File: src/rtl/predictive_pi_heater_control_unit_assert.svh
// Assertion macros for the predictive PI heater controller.
// Included by the RTL files that carry concurrent checks; no other dependencies.
`ifndef PREDICTIVE_PI_HEATER_CONTROL_UNIT_ASSERT_SVH
`define PREDICTIVE_PI_HEATER_CONTROL_UNIT_ASSERT_SVH
`ifndef ASSERT_OFF
`define PPHC_ASSERT_IMPL(label, clk, rst_n, ante, cons, msg) \
	label: assert property (@(posedge clk) disable iff (!rst_n) (ante) |-> (cons)) \
		else $error(msg);
`define PPHC_ASSERT_NEXT(label, clk, rst_n, ante, cons, msg) \
	label: assert property (@(posedge clk) disable iff (!rst_n) (ante) |=> (cons)) \
		else $error(msg);
`else
`define PPHC_ASSERT_IMPL(label, clk, rst_n, ante, cons, msg)
`define PPHC_ASSERT_NEXT(label, clk, rst_n, ante, cons, msg)
`endif
`endif

File: src/rtl/pphc_pkg.sv
// Shared widths, register indexes, reset values and arithmetic constants
// for the predictive PI heater controller. No dependencies.
package pphc_pkg;

	localparam int TEMP_W     = 15;
	localparam int SETPT_W    = 13;
	localparam int GAIN_W     = 16;
	localparam int LIMIT_W    = 15;
	localparam int MINPWM_W   = 7;
	localparam int DUTY_W     = 7;
	localparam int INTEG_W    = 16;
	localparam int CFG_IDX_W  = 3;
	localparam int CFG_DATA_W = 16;

	typedef enum logic [CFG_IDX_W-1:0] {
		CFG_SETPOINT,
		CFG_ZONE_ENTER,
		CFG_ZONE_EXIT,
		CFG_KP_GAIN,
		CFG_KI_PER_SAMPLE,
		CFG_INTEGRAL_LIMIT,
		CFG_FALLBACK_GAIN,
		CFG_FALLBACK_MIN_PWM
	} cfg_index_t;

	localparam logic [SETPT_W-1:0]  SETPOINT_RST   = 13'd3750;
	localparam logic [SETPT_W-1:0]  ZONE_ENTER_RST = 13'd3700;
	localparam logic [SETPT_W-1:0]  ZONE_EXIT_RST  = 13'd3650;
	localparam logic [GAIN_W-1:0]   KP_GAIN_RST    = 16'd4608;
	localparam logic [GAIN_W-1:0]   KI_RST         = 16'd256;
	localparam logic [LIMIT_W-1:0]  LIMIT_RST      = 15'd12800;
	localparam logic [GAIN_W-1:0]   FB_GAIN_RST    = 16'd7680;
	localparam logic [MINPWM_W-1:0] FB_MIN_RST     = 7'd40;

	// Plausibility band of the prediction, in 1/100 degree.
	localparam logic signed [16:0] PRED_BELOW = 17'sd200;
	localparam logic signed [16:0] PRED_ABOVE = 17'sd150;
	localparam logic signed [16:0] PRED_MAX   = 17'sd16383;

	// Duty sums are in 1/25600 percent.
	localparam logic [21:0] DUTY_UNIT        = 22'd25600;
	localparam logic [21:0] FALLBACK_CAP_SUM = 22'd1536000;
	localparam logic [21:0] DUTY_FULL_SUM    = 22'd2560000;

	// Floor division by 100 of a signed 32-bit product: bias it positive by
	// 100 * 2^24, divide by reciprocal multiplication, then remove 2^24.
	localparam logic [31:0] DIV100_OFFSET = 32'd1677721600;
	localparam logic [31:0] DIV100_MAGIC  = 32'd2748779070;
	localparam int          DIV100_SHIFT  = 38;
	localparam logic signed [25:0] STEP_BIAS = 26'sd16777216;

	// Division by 100 of a 14-bit value (the sum already shifted down by 256).
	localparam logic [13:0] DUTY_MAGIC = 14'd10486;
	localparam int          DUTY_SHIFT = 20;

endpackage

File: src/rtl/pphc_in_if.sv
// Sample channel of the predictive PI heater controller: valid/ready plus
// the measured and predicted temperatures. Depends on pphc_pkg.
interface pphc_in_if;
	import pphc_pkg::*;

	logic                      valid;
	logic                      ready;
	logic signed [TEMP_W-1:0]  temp_measured;
	logic signed [TEMP_W-1:0]  temp_predicted;
	logic                      prediction_valid;

	modport source (output valid, output temp_measured, output temp_predicted,
		output prediction_valid, input ready);
	modport sink (input valid, input temp_measured, input temp_predicted,
		input prediction_valid, output ready);
endinterface

File: src/rtl/pphc_out_if.sv
// Result channel of the predictive PI heater controller: valid/ready plus
// drive duty, zone flag, used prediction and integral. Depends on pphc_pkg.
interface pphc_out_if;
	import pphc_pkg::*;

	logic                      valid;
	logic                      ready;
	logic [DUTY_W-1:0]         drive_percent;
	logic                      in_predictive_zone;
	logic signed [TEMP_W-1:0]  prediction_used;
	logic signed [INTEG_W-1:0] integral_value;

	modport source (output valid, output drive_percent, output in_predictive_zone,
		output prediction_used, output integral_value, input ready);
	modport sink (input valid, input drive_percent, input in_predictive_zone,
		input prediction_used, input integral_value, output ready);
endinterface

File: src/rtl/predictive_pi_heater_control_unit.sv
// Predictive PI heater controller, top level and datapath.
// Depends on pphc_pkg, pphc_in_if, pphc_out_if and the assertion macro header.
//
// Usage: each transfer on in_ch carries one sample (measured temperature,
// predicted temperature, prediction valid flag); each sample yields exactly one
// transfer on out_ch with the heater duty, the zone flag after the update, the
// prediction actually used and the integral after the update.
// The datapath is a five-register pipeline behind an input register: the
// gain multiplies, the reciprocal multiply for the integral step, the integral
// update, the clamped duty sums and the final divide each own one stage.
// The result is presented on out_ch from the output register, and
// one sample is taken every cycle while out_ch keeps up. The zone flag and
// the integral are updated in their stage as each sample passes, so samples
// in flight see them in order.
// When the receiver stalls, the output register holds its result and the
// stages behind it keep filling; in_ch.ready drops only once every stage is
// occupied. Reset clears all stage valid bits, the zone flag (fallback law),
// the integral and loads the default register values.
// The user writes registers through cfg_we/cfg_index/cfg_wdata only while no
// sample is in flight (not enforced by the block); writes take effect at the next clock edge.
`include "predictive_pi_heater_control_unit_assert.svh"

module predictive_pi_heater_control_unit (
	input  logic                               clk,
	input  logic                               arst_n,
	pphc_in_if.sink                            in_ch,
	pphc_out_if.source                         out_ch,
	input  logic                               cfg_we,
	input  logic [pphc_pkg::CFG_IDX_W-1:0]     cfg_index,
	input  logic [pphc_pkg::CFG_DATA_W-1:0]    cfg_wdata
);
	import pphc_pkg::*;

	// Configuration registers.
	logic [SETPT_W-1:0]  setpoint_q;
	logic [SETPT_W-1:0]  zone_enter_q;
	logic [SETPT_W-1:0]  zone_exit_q;
	logic [GAIN_W-1:0]   kp_gain_q;
	logic [GAIN_W-1:0]   ki_q;
	logic [LIMIT_W-1:0]  limit_q;
	logic [GAIN_W-1:0]   fb_gain_q;
	logic [MINPWM_W-1:0] fb_min_q;

	// Controller state.
	logic                      zone_q;
	logic signed [INTEG_W-1:0] integ_q;

	// Stage valid bits and load enables.
	logic v_s1, v_s2, v_s3, v_s4, v_s5, out_v_q;
	logic en_s1, en_s2, en_s3, en_s4, en_s5, en_out;

	// Stage 1: input register.
	logic signed [TEMP_W-1:0] meas_s1, pred_in_s1;
	logic                     pvalid_s1;

	// Stage 2: gain products.
	logic signed [31:0]       prod_ki_s2, prod_kp_s2, prod_fb_s2;
	logic                     zone_s2;
	logic signed [TEMP_W-1:0] pred_s2;

	// Stage 3: integral step.
	logic signed [24:0]       step_s3;
	logic signed [31:0]       prod_kp_s3, prod_fb_s3;
	logic                     zone_s3;
	logic signed [TEMP_W-1:0] pred_s3;

	// Stage 4: updated integral.
	logic signed [INTEG_W-1:0] acc_s4;
	logic signed [31:0]        prod_kp_s4, prod_fb_s4;
	logic                      zone_s4;
	logic signed [TEMP_W-1:0]  pred_s4;

	// Stage 5: clamped duty sum divided by 256.
	logic [13:0]               scaled_s5;
	logic                      zone_s5;
	logic signed [TEMP_W-1:0]  pred_s5;
	logic signed [INTEG_W-1:0] acc_s5;

	// Output register.
	logic [DUTY_W-1:0]         drive_q;
	logic                      zone_o_q;
	logic signed [TEMP_W-1:0]  pred_o_q;
	logic signed [INTEG_W-1:0] integ_o_q;

	// Stage A combinational signals.
	logic signed [16:0] meas_x, pred_x, pred_a, pred_b, pred_c;
	logic signed [15:0] meas16, pred16, enter16, exit16, sp16;
	logic signed [15:0] err_real, err_pred;
	logic               zone_nxt;
	logic signed [32:0] prod_ki_full, prod_kp_full, prod_fb_full;

	// Stage B combinational signals.
	logic [31:0]        biased_b;
	logic [63:0]        quo_full;
	logic [24:0]        quo_b;
	logic signed [25:0] step_b;

	// Stage C combinational signals.
	logic signed [25:0]        acc_sum, lim26;
	logic signed [INTEG_W-1:0] acc_cl, acc_nxt, lim16;

	// Stage D combinational signals.
	logic signed [22:0] acc100;
	logic signed [33:0] sum_pi;
	logic [21:0]        sum_pi_cl;
	logic signed [32:0] sum_fb, fb_lo33, fb_cap33;
	logic [21:0]        fb_lo, sum_fb_cl, sum_sel;

	// Stage E combinational signals.
	logic [27:0] duty_full;

	// Handshake: each stage loads when it is empty or its content moves on.
	assign en_out = !out_v_q || out_ch.ready;
	assign en_s5  = !v_s5 || en_out;
	assign en_s4  = !v_s4 || en_s5;
	assign en_s3  = !v_s3 || en_s4;
	assign en_s2  = !v_s2 || en_s3;
	assign en_s1  = !v_s1 || en_s2;
	assign in_ch.ready = en_s1;

	assign out_ch.valid              = out_v_q;
	assign out_ch.drive_percent      = drive_q;
	assign out_ch.in_predictive_zone = zone_o_q;
	assign out_ch.prediction_used    = pred_o_q;
	assign out_ch.integral_value     = integ_o_q;

	// Stage A: prediction limits, zone hysteresis, errors and gain products.
	always_comb begin
		meas_x = {{2{meas_s1[TEMP_W-1]}}, meas_s1};
		pred_x = pvalid_s1 ? {{2{pred_in_s1[TEMP_W-1]}}, pred_in_s1} : meas_x;
		// A prediction far below the measurement is discarded altogether.
		pred_a = (pred_x < meas_x - PRED_BELOW) ? meas_x : pred_x;
		pred_b = (pred_a > meas_x + PRED_ABOVE) ? meas_x + PRED_ABOVE : pred_a;
		pred_c = (pred_b > PRED_MAX) ? PRED_MAX : pred_b;

		meas16  = {meas_s1[TEMP_W-1], meas_s1};
		pred16  = pred_c[15:0];
		enter16 = {3'b000, zone_enter_q};
		exit16  = {3'b000, zone_exit_q};
		sp16    = {3'b000, setpoint_q};

		// Enter test first, exit test second on the same sample.
		zone_nxt = (zone_q || (meas16 >= enter16)) && !(meas16 < exit16);

		err_real = sp16 - meas16;
		err_pred = sp16 - pred16;

		prod_ki_full = err_real * $signed({1'b0, ki_q});
		prod_kp_full = err_pred * $signed({1'b0, kp_gain_q});
		prod_fb_full = err_real * $signed({1'b0, fb_gain_q});
	end

	// Stage B: integral step, floor of the product divided by 100.
	always_comb begin
		biased_b = $unsigned(prod_ki_s2) + DIV100_OFFSET;
		quo_full = 64'(biased_b) * 64'(DIV100_MAGIC);
		quo_b    = quo_full[DIV100_SHIFT+24:DIV100_SHIFT];
		step_b   = $signed({1'b0, quo_b}) - STEP_BIAS;
	end

	// Stage C: saturating integral update, held outside the zone.
	always_comb begin
		acc_sum = {{10{integ_q[INTEG_W-1]}}, integ_q} + {step_s3[24], step_s3};
		lim26   = {11'b0, limit_q};
		lim16   = {1'b0, limit_q};
		if (acc_sum > lim26) begin
			acc_cl = lim16;
		end else if (acc_sum < -lim26) begin
			acc_cl = -lim16;
		end else begin
			acc_cl = acc_sum[INTEG_W-1:0];
		end
		acc_nxt = zone_s3 ? acc_cl : integ_q;
	end

	// Stage D: duty sums of both laws with their clamps.
	always_comb begin
		acc100 = {{7{acc_s4[INTEG_W-1]}}, acc_s4} * 23'sd100;
		sum_pi = {{2{prod_kp_s4[31]}}, prod_kp_s4} + {{11{acc100[22]}}, acc100};
		if (sum_pi < 34'sd0) begin
			sum_pi_cl = '0;
		end else if (sum_pi > $signed({12'b0, DUTY_FULL_SUM})) begin
			sum_pi_cl = DUTY_FULL_SUM;
		end else begin
			sum_pi_cl = sum_pi[21:0];
		end

		fb_lo    = 22'(fb_min_q) * DUTY_UNIT;
		fb_lo33  = {11'b0, fb_lo};
		fb_cap33 = {11'b0, FALLBACK_CAP_SUM};
		sum_fb   = {prod_fb_s4[31], prod_fb_s4};
		// A minimum above the cap wins only for sums below the minimum.
		if (sum_fb < fb_lo33) begin
			sum_fb_cl = fb_lo;
		end else if (sum_fb > fb_cap33) begin
			sum_fb_cl = FALLBACK_CAP_SUM;
		end else begin
			sum_fb_cl = sum_fb[21:0];
		end

		sum_sel = zone_s4 ? sum_pi_cl : sum_fb_cl;
	end

	// Stage E: the remaining division by 100.
	assign duty_full = 28'(scaled_s5) * 28'(DUTY_MAGIC);

	// Control state, configuration and controller state.
	always_ff @(posedge clk or negedge arst_n) begin
		if (!arst_n) begin
			v_s1         <= 1'b0;
			v_s2         <= 1'b0;
			v_s3         <= 1'b0;
			v_s4         <= 1'b0;
			v_s5         <= 1'b0;
			out_v_q      <= 1'b0;
			zone_q       <= 1'b0;
			integ_q      <= '0;
			setpoint_q   <= SETPOINT_RST;
			zone_enter_q <= ZONE_ENTER_RST;
			zone_exit_q  <= ZONE_EXIT_RST;
			kp_gain_q    <= KP_GAIN_RST;
			ki_q         <= KI_RST;
			limit_q      <= LIMIT_RST;
			fb_gain_q    <= FB_GAIN_RST;
			fb_min_q     <= FB_MIN_RST;
		end else begin
			if (en_s1) v_s1 <= in_ch.valid;
			if (en_s2) v_s2 <= v_s1;
			if (en_s3) v_s3 <= v_s2;
			if (en_s4) v_s4 <= v_s3;
			if (en_s5) v_s5 <= v_s4;
			if (en_out) out_v_q <= v_s5;

			if (v_s1 && en_s2) begin
				zone_q <= zone_nxt;
			end
			if (v_s3 && en_s4) begin
				integ_q <= acc_nxt;
			end

			if (cfg_we) begin
				unique case (cfg_index_t'(cfg_index))
					CFG_SETPOINT:         setpoint_q   <= cfg_wdata[SETPT_W-1:0];
					CFG_ZONE_ENTER:       zone_enter_q <= cfg_wdata[SETPT_W-1:0];
					CFG_ZONE_EXIT:        zone_exit_q  <= cfg_wdata[SETPT_W-1:0];
					CFG_KP_GAIN:          kp_gain_q    <= cfg_wdata[GAIN_W-1:0];
					CFG_KI_PER_SAMPLE:    ki_q         <= cfg_wdata[GAIN_W-1:0];
					CFG_INTEGRAL_LIMIT:   limit_q      <= cfg_wdata[LIMIT_W-1:0];
					CFG_FALLBACK_GAIN:    fb_gain_q    <= cfg_wdata[GAIN_W-1:0];
					CFG_FALLBACK_MIN_PWM: fb_min_q     <= cfg_wdata[MINPWM_W-1:0];
				endcase
			end
		end
	end

	// Pipeline payload.
	always_ff @(posedge clk) begin
		if (en_s1) begin
			meas_s1    <= in_ch.temp_measured;
			pred_in_s1 <= in_ch.temp_predicted;
			pvalid_s1  <= in_ch.prediction_valid;
		end
		if (en_s2) begin
			prod_ki_s2 <= prod_ki_full[31:0];
			prod_kp_s2 <= prod_kp_full[31:0];
			prod_fb_s2 <= prod_fb_full[31:0];
			zone_s2    <= zone_nxt;
			pred_s2    <= pred_c[TEMP_W-1:0];
		end
		if (en_s3) begin
			step_s3    <= step_b[24:0];
			prod_kp_s3 <= prod_kp_s2;
			prod_fb_s3 <= prod_fb_s2;
			zone_s3    <= zone_s2;
			pred_s3    <= pred_s2;
		end
		if (en_s4) begin
			acc_s4     <= acc_nxt;
			prod_kp_s4 <= prod_kp_s3;
			prod_fb_s4 <= prod_fb_s3;
			zone_s4    <= zone_s3;
			pred_s4    <= pred_s3;
		end
		if (en_s5) begin
			scaled_s5 <= sum_sel[21:8];
			zone_s5   <= zone_s4;
			pred_s5   <= pred_s4;
			acc_s5    <= acc_s4;
		end
		if (en_out) begin
			drive_q   <= duty_full[DUTY_SHIFT+DUTY_W-1:DUTY_SHIFT];
			zone_o_q  <= zone_s5;
			pred_o_q  <= pred_s5;
			integ_o_q <= acc_s5;
		end
	end

	`PPHC_ASSERT_IMPL(a_fb_duty, clk, arst_n, out_v_q && !zone_o_q,
		drive_q <= 7'd60 || drive_q == fb_min_q, "fallback duty outside its band")
	`PPHC_ASSERT_IMPL(a_pi_duty, clk, arst_n, out_v_q && zone_o_q,
		drive_q <= 7'd100, "predictive duty above full scale")
	`PPHC_ASSERT_IMPL(a_integ_bound, clk, arst_n, out_v_q && zone_o_q,
		integ_o_q <= lim16 && integ_o_q >= -lim16, "integral outside its limit")
	`PPHC_ASSERT_NEXT(a_zone_hold, clk, arst_n, !(v_s1 && en_s2),
		$stable(zone_q), "zone flag changed with no sample passing")
	`PPHC_ASSERT_IMPL(a_stall_only_full, clk, arst_n, !in_ch.ready,
		out_v_q && !out_ch.ready, "input stalled while output not blocked")

endmodule
File: src/flat_wrapper.sv
// flat-port wrapper written by rule: the top's interface ports become plain ports
module predictive_pi_heater_control_unit_flat import pphc_pkg::*;
  (clk, arst_n, cfg_we, cfg_index, cfg_wdata, in_ch_valid, in_ch_temp_measured, in_ch_temp_predicted, in_ch_prediction_valid, in_ch_ready, out_ch_valid, out_ch_drive_percent, out_ch_in_predictive_zone, out_ch_prediction_used, out_ch_integral_value, out_ch_ready);
  pphc_in_if in_ch_i ();
  pphc_out_if out_ch_i ();
  input  logic clk;
  input  logic arst_n;
  input  logic cfg_we;
  input  logic [pphc_pkg::CFG_IDX_W-1:0] cfg_index;
  input  logic [pphc_pkg::CFG_DATA_W-1:0] cfg_wdata;
  input wire logic [$bits(in_ch_i.valid)-1:0] in_ch_valid;
  input wire logic [$bits(in_ch_i.temp_measured)-1:0] in_ch_temp_measured;
  input wire logic [$bits(in_ch_i.temp_predicted)-1:0] in_ch_temp_predicted;
  input wire logic [$bits(in_ch_i.prediction_valid)-1:0] in_ch_prediction_valid;
  output wire logic [$bits(in_ch_i.ready)-1:0] in_ch_ready;
  output wire logic [$bits(out_ch_i.valid)-1:0] out_ch_valid;
  output wire logic [$bits(out_ch_i.drive_percent)-1:0] out_ch_drive_percent;
  output wire logic [$bits(out_ch_i.in_predictive_zone)-1:0] out_ch_in_predictive_zone;
  output wire logic [$bits(out_ch_i.prediction_used)-1:0] out_ch_prediction_used;
  output wire logic [$bits(out_ch_i.integral_value)-1:0] out_ch_integral_value;
  input wire logic [$bits(out_ch_i.ready)-1:0] out_ch_ready;
  assign in_ch_i.valid = in_ch_valid;
  assign in_ch_i.temp_measured = in_ch_temp_measured;
  assign in_ch_i.temp_predicted = in_ch_temp_predicted;
  assign in_ch_i.prediction_valid = in_ch_prediction_valid;
  assign in_ch_ready = in_ch_i.ready;
  assign out_ch_valid = out_ch_i.valid;
  assign out_ch_drive_percent = out_ch_i.drive_percent;
  assign out_ch_in_predictive_zone = out_ch_i.in_predictive_zone;
  assign out_ch_prediction_used = out_ch_i.prediction_used;
  assign out_ch_integral_value = out_ch_i.integral_value;
  assign out_ch_i.ready = out_ch_ready;
  predictive_pi_heater_control_unit u_core (.clk(clk), .arst_n(arst_n), .in_ch(in_ch_i), .out_ch(out_ch_i), .cfg_we(cfg_we), .cfg_index(cfg_index), .cfg_wdata(cfg_wdata));
endmodule
File: config.mk
export PLATFORM = sky130hd
export DESIGN_NAME = predictive_pi_heater_control_unit_flat
export DESIGN_NICKNAME = d
export VERILOG_FILES = /design/src/rtl/pphc_pkg.sv /design/src/rtl/pphc_in_if.sv /design/src/rtl/pphc_out_if.sv /design/src/rtl/predictive_pi_heater_control_unit.sv /design/src/flat_wrapper.sv
export VERILOG_INCLUDE_DIRS = /design/src /design/src/rtl
export SDC_FILE = /design/constraint.sdc
export NUM_CORES = 2
export LEC_CHECK = 0
export BUFFER_PORTS_ARGS = -buffer_cell sky130_fd_sc_hd__buf_2
export CAP_MARGIN = 40
export CORE_ASPECT_RATIO = 2
export CORE_MARGIN = 5
export CORE_UTILIZATION = 28
export CTS_BUF_LIST = sky130_fd_sc_hd__clkbuf_8 sky130_fd_sc_hd__clkbuf_16
export CTS_CLUSTER_SIZE = 30
export DETAILED_ROUTE_END_ITERATION = 16
export PLACE_DENSITY = 0.51
export SLEW_MARGIN = 30
export SYNTH_ARGS = -nofsm -noshare
export SYNTH_HDL_FRONTEND = slang
export SYNTH_SLANG_ARGS = --single-unit
File: constraint.sdc
create_clock -name clk -period 50.2 [get_ports clk]
set_clock_uncertainty 0.15 [all_clocks]
set_input_delay 7.53 -clock clk [delete_from_list [all_inputs] [get_ports clk]]
set_output_delay 7.53 -clock clk [all_outputs]
set_load 0.02 [all_outputs]
==> impl_metrics.py <==
metrics = {
    "placement": {
        "port_buffers": 95,
        "gp_congestion": 0.938,
        "dp_hpwl_um": 186000,
    },
    "sta": {
        "hold_slack_ns": 0.259,
        "rsz0062_at_grt": "false",
        "setup_viol": 0,
        "hold_viol_final": 0,
        "maxSlewHeadroom": 0.402,
        "period_share": 0.361,
        "drv_slew": 0,
        "finalSetupTns_ns": 0,
        "max_freq_mhz": 55.2,
        "min_period_ns": 18.13,
        "worstMarginPinSlew_ns": 0.897,
    },
    "yosys": {
        "synth.avg_cell_area_um2": 10.4,
        "syn-num-nets": 9226,
        "synth_fa_ha_area_frac": 0.475,
        "synthFlopType": "edfxtp_1",
        "ys_seq_area_frac": 0.222,
        "synth_warnings": 0,
        "syn_inst": 7029,
        "synth-compound-area-share": 0.0613,
        "synth_edf_count": 429,
        "synth-xor-area-share": 0.0293,
        "synth_cell_types": 93,
        "yosysTopAreaCellShare": 0.288,
        "synth_mux_area_frac": 0.0219,
        "synth_area_leaders": "fa_1, ha_1, edfxtp_1, inv_1, dfrtp_1",
        "synth_area_um2": 73100,
        "synth-async-reset-ratio": 0.235,
        "ys_ff_latch": 561,
        "synth_top_cell_by_area": "fa_1",
        "yosys.area_share.simple": 0.101,
        "synth_top_family_by_area": "adder cells",
    },
    "drt": {
        "vias_per_cell": 4.62,
        "wl_um": 221000,
        "drcViolationCount": 0,
        "wl_met1_um": 72400,
        "routedWlPerCell_um": 20.8,
        "first_pass_iters": 6,
        "vias": 49085,
        "wl_met2_um": 124000,
        "drt_iter0_drc": 1885,
        "route.met3.wl_um": 6190,
        "top_layer": "met5",
        "ant_nets": 0,
    },
    "die": {
        "die_w_um": 371,
        "initial_core_util": 0.281,
        "num_rows": 265,
        "pin_count": 96,
        "core_um2": 260000,
        "die_height_um": 733,
        "die_area_um2": 272000,
    },
    "clock_tree": {
        "path_clk_slew_ns": 0.07,
        "ctsHoldBuffers": 0,
        "worstSkewPairLatency_ns": 0.68,
        "cts_root_buf": "clkbuf_16",
        "post_cts_resized": 0,
        "cts_tree": "done",
        "clock_sinks": 561,
        "h-tree-depth": 2,
        "cts.path.max_buffers": 3,
        "numCtsBuffers": 54,
        "cts_setup_buffers": 0,
    },
    "run_status": {
        "status": "finished, final reports clean",
    },
    "cells_and_area": {
        "drive_above_1_share": 0.0721,
        "n_fill_cell": 26913,
        "fin_nets": 9310,
        "syn_to_final_growth_pct": 9.70,
        "final_common_cell": "inv_1",
        "mostFrequentLayoutCells": "inv_1, ha_1, fa_1, nand2_1, edfxtp_1",
    },
    "job": {
        "drv_cap": 0,
    },
    "global_routing": {
        "grt_max_degree": 80,
        "grt_pass1_wl_um": 335000,
        "grt_usage": 0.164,
        "antenna_found_initial": 23,
        "overflow": 0,
        "first_global_vias": 55409,
    },
    "setup_path": {
        "arrival_ns": 18.38,
        "endpoint_kind": "flip-flop",
        "path_class": "reg2reg",
        "cp_slowest_cell": "edfxtp_1",
        "critical_path.max_fanout": 22,
        "startpoint_type": "flip-flop",
        "cp.required_ns": 50.45,
        "cpPeakStageDelay_ns": 0.79,
    },
    "min_path": {
        "hold_path_class": "reg2reg",
    },
}
[cells by family after synthesis]
logic type | after synthesis
xor gates and xnor gates | 243
AOI/OAI and AO/OA | 695
buffers and inverters | 1738
adders and majority gates | 2144
DFF | 561
and+or+nand+nor | 1503
muxes | 145
[cell type report]
cell class / instances / area [um^2] / area share
antenna: 3 / 7.51 / 0.0000936
clock buffer: 59 / 1430 / 0.0178
clock inverter: 43 / 418 / 0.00521
inverter: 1573 / 5910 / 0.0736
multi-input combinational: 4730 / 50600 / 0.630
sequential: 561 / 16200 / 0.202
tap: 3471 / 4340 / 0.0541
timing repair buffer: 193 / 1350 / 0.0169
[state kept, by name, summed over array words and instances, names as in the netlist, 16 cells and up]
register                      count
u_core.ki_q                      16
u_core.prod_fb_s4                32
u_core.prod_kp_s3                32
u_core.out_ch.integral_value     16
u_core.prod_kp_s4                32
u_core.acc_s4                    16
u_core.kp_gain_q                 16
u_core.fb_gain_q                 16
u_core.acc_s5                    16
u_core.prod_fb_s3                32
u_core.prod_ki_s2                32
u_core.prod_fb_s2                32
u_core.integ_q                   16
u_core.step_s3                   25
u_core.prod_kp_s2                32
[cell usage after synthesis, types with 77 or more instances]
cell,count
nor2b_1,100
xnor2_1,192
o21ai_0,160
clkbuf_1,150
nand2b_1,77
a21oi_1,195
fa_1,1052
nand2_1,573
ha_1,1090
edfxtp_1,429
and2_1,276
nor2_1,215
inv_1,1570
dfrtp_1,101
mux2_2,117
[critical path: cells and delay by family (launching register included)]
family	cells	cell delay, ns
buffers and inverters	9	1.08
adder cells (fa/ha/maj)	12	4.98
multiplexers	2	0.86
AND/OR/NAND/NOR	16	4.12
flip-flops	1	0.79
XOR/XNOR	3	0.54
AO/OA/AOI/OAI	25	5.31
[metrics by stage]
| stage | utilization | instance area, um^2 | cells | worst slack (ns) |
|---|---|---|---|---|
| after floorplan | - | 73100 | 7029 | 33.51 |
| after global placement | 0.300 | 78000 | 10504 | 31.93 |
| after detailed placement | 0.301 | 78300 | 10521 | 31.86 |
| after CTS | 0.308 | 80100 | 10623 | 31.81 |
| after global routing | 0.308 | 80200 | 10631 | 30.78 |
| final | 0.308 | 80200 | 10633 | 32.07 |
[layer usage]
metal,GRT usage,vias up
met5,0,-
met4,0.110,6
met3,0.0138,513
met2,0.327,989
met1,0.156,24982
li1,-,22595
[path summary, 6_finish.rpt]
check                      cells after the start                      startpoint  slack [ns]                              end
hold reg to reg                                0  u_core.prod_kp_s3[6]$_DFFE_PP_        0.26   u_core.prod_kp_s4[6]$_DFFE_PP_
hold / removal                                 0  u_core.prod_kp_s3[6]$_DFFE_PP_        0.26   u_core.prod_kp_s4[6]$_DFFE_PP_
max in group asynchronous                      4                          arst_n       42.01   u_core.limit_q[12]$_DFFE_PN1P_
min in group asynchronous                      1                          arst_n        6.55          u_core.v_s1$_DFFE_PN0P_
setup / recovery                              67     u_core.meas_s1[4]$_DFFE_PP_       32.07  u_core.prod_kp_s2[31]$_DFFE_PP_
setup reg to reg                              67     u_core.meas_s1[4]$_DFFE_PP_       32.07  u_core.prod_kp_s2[31]$_DFFE_PP_
Power is left out: the tool's default activity adds up to more than one toggle a clock period on the data nets, which glitch-free logic cannot reach.
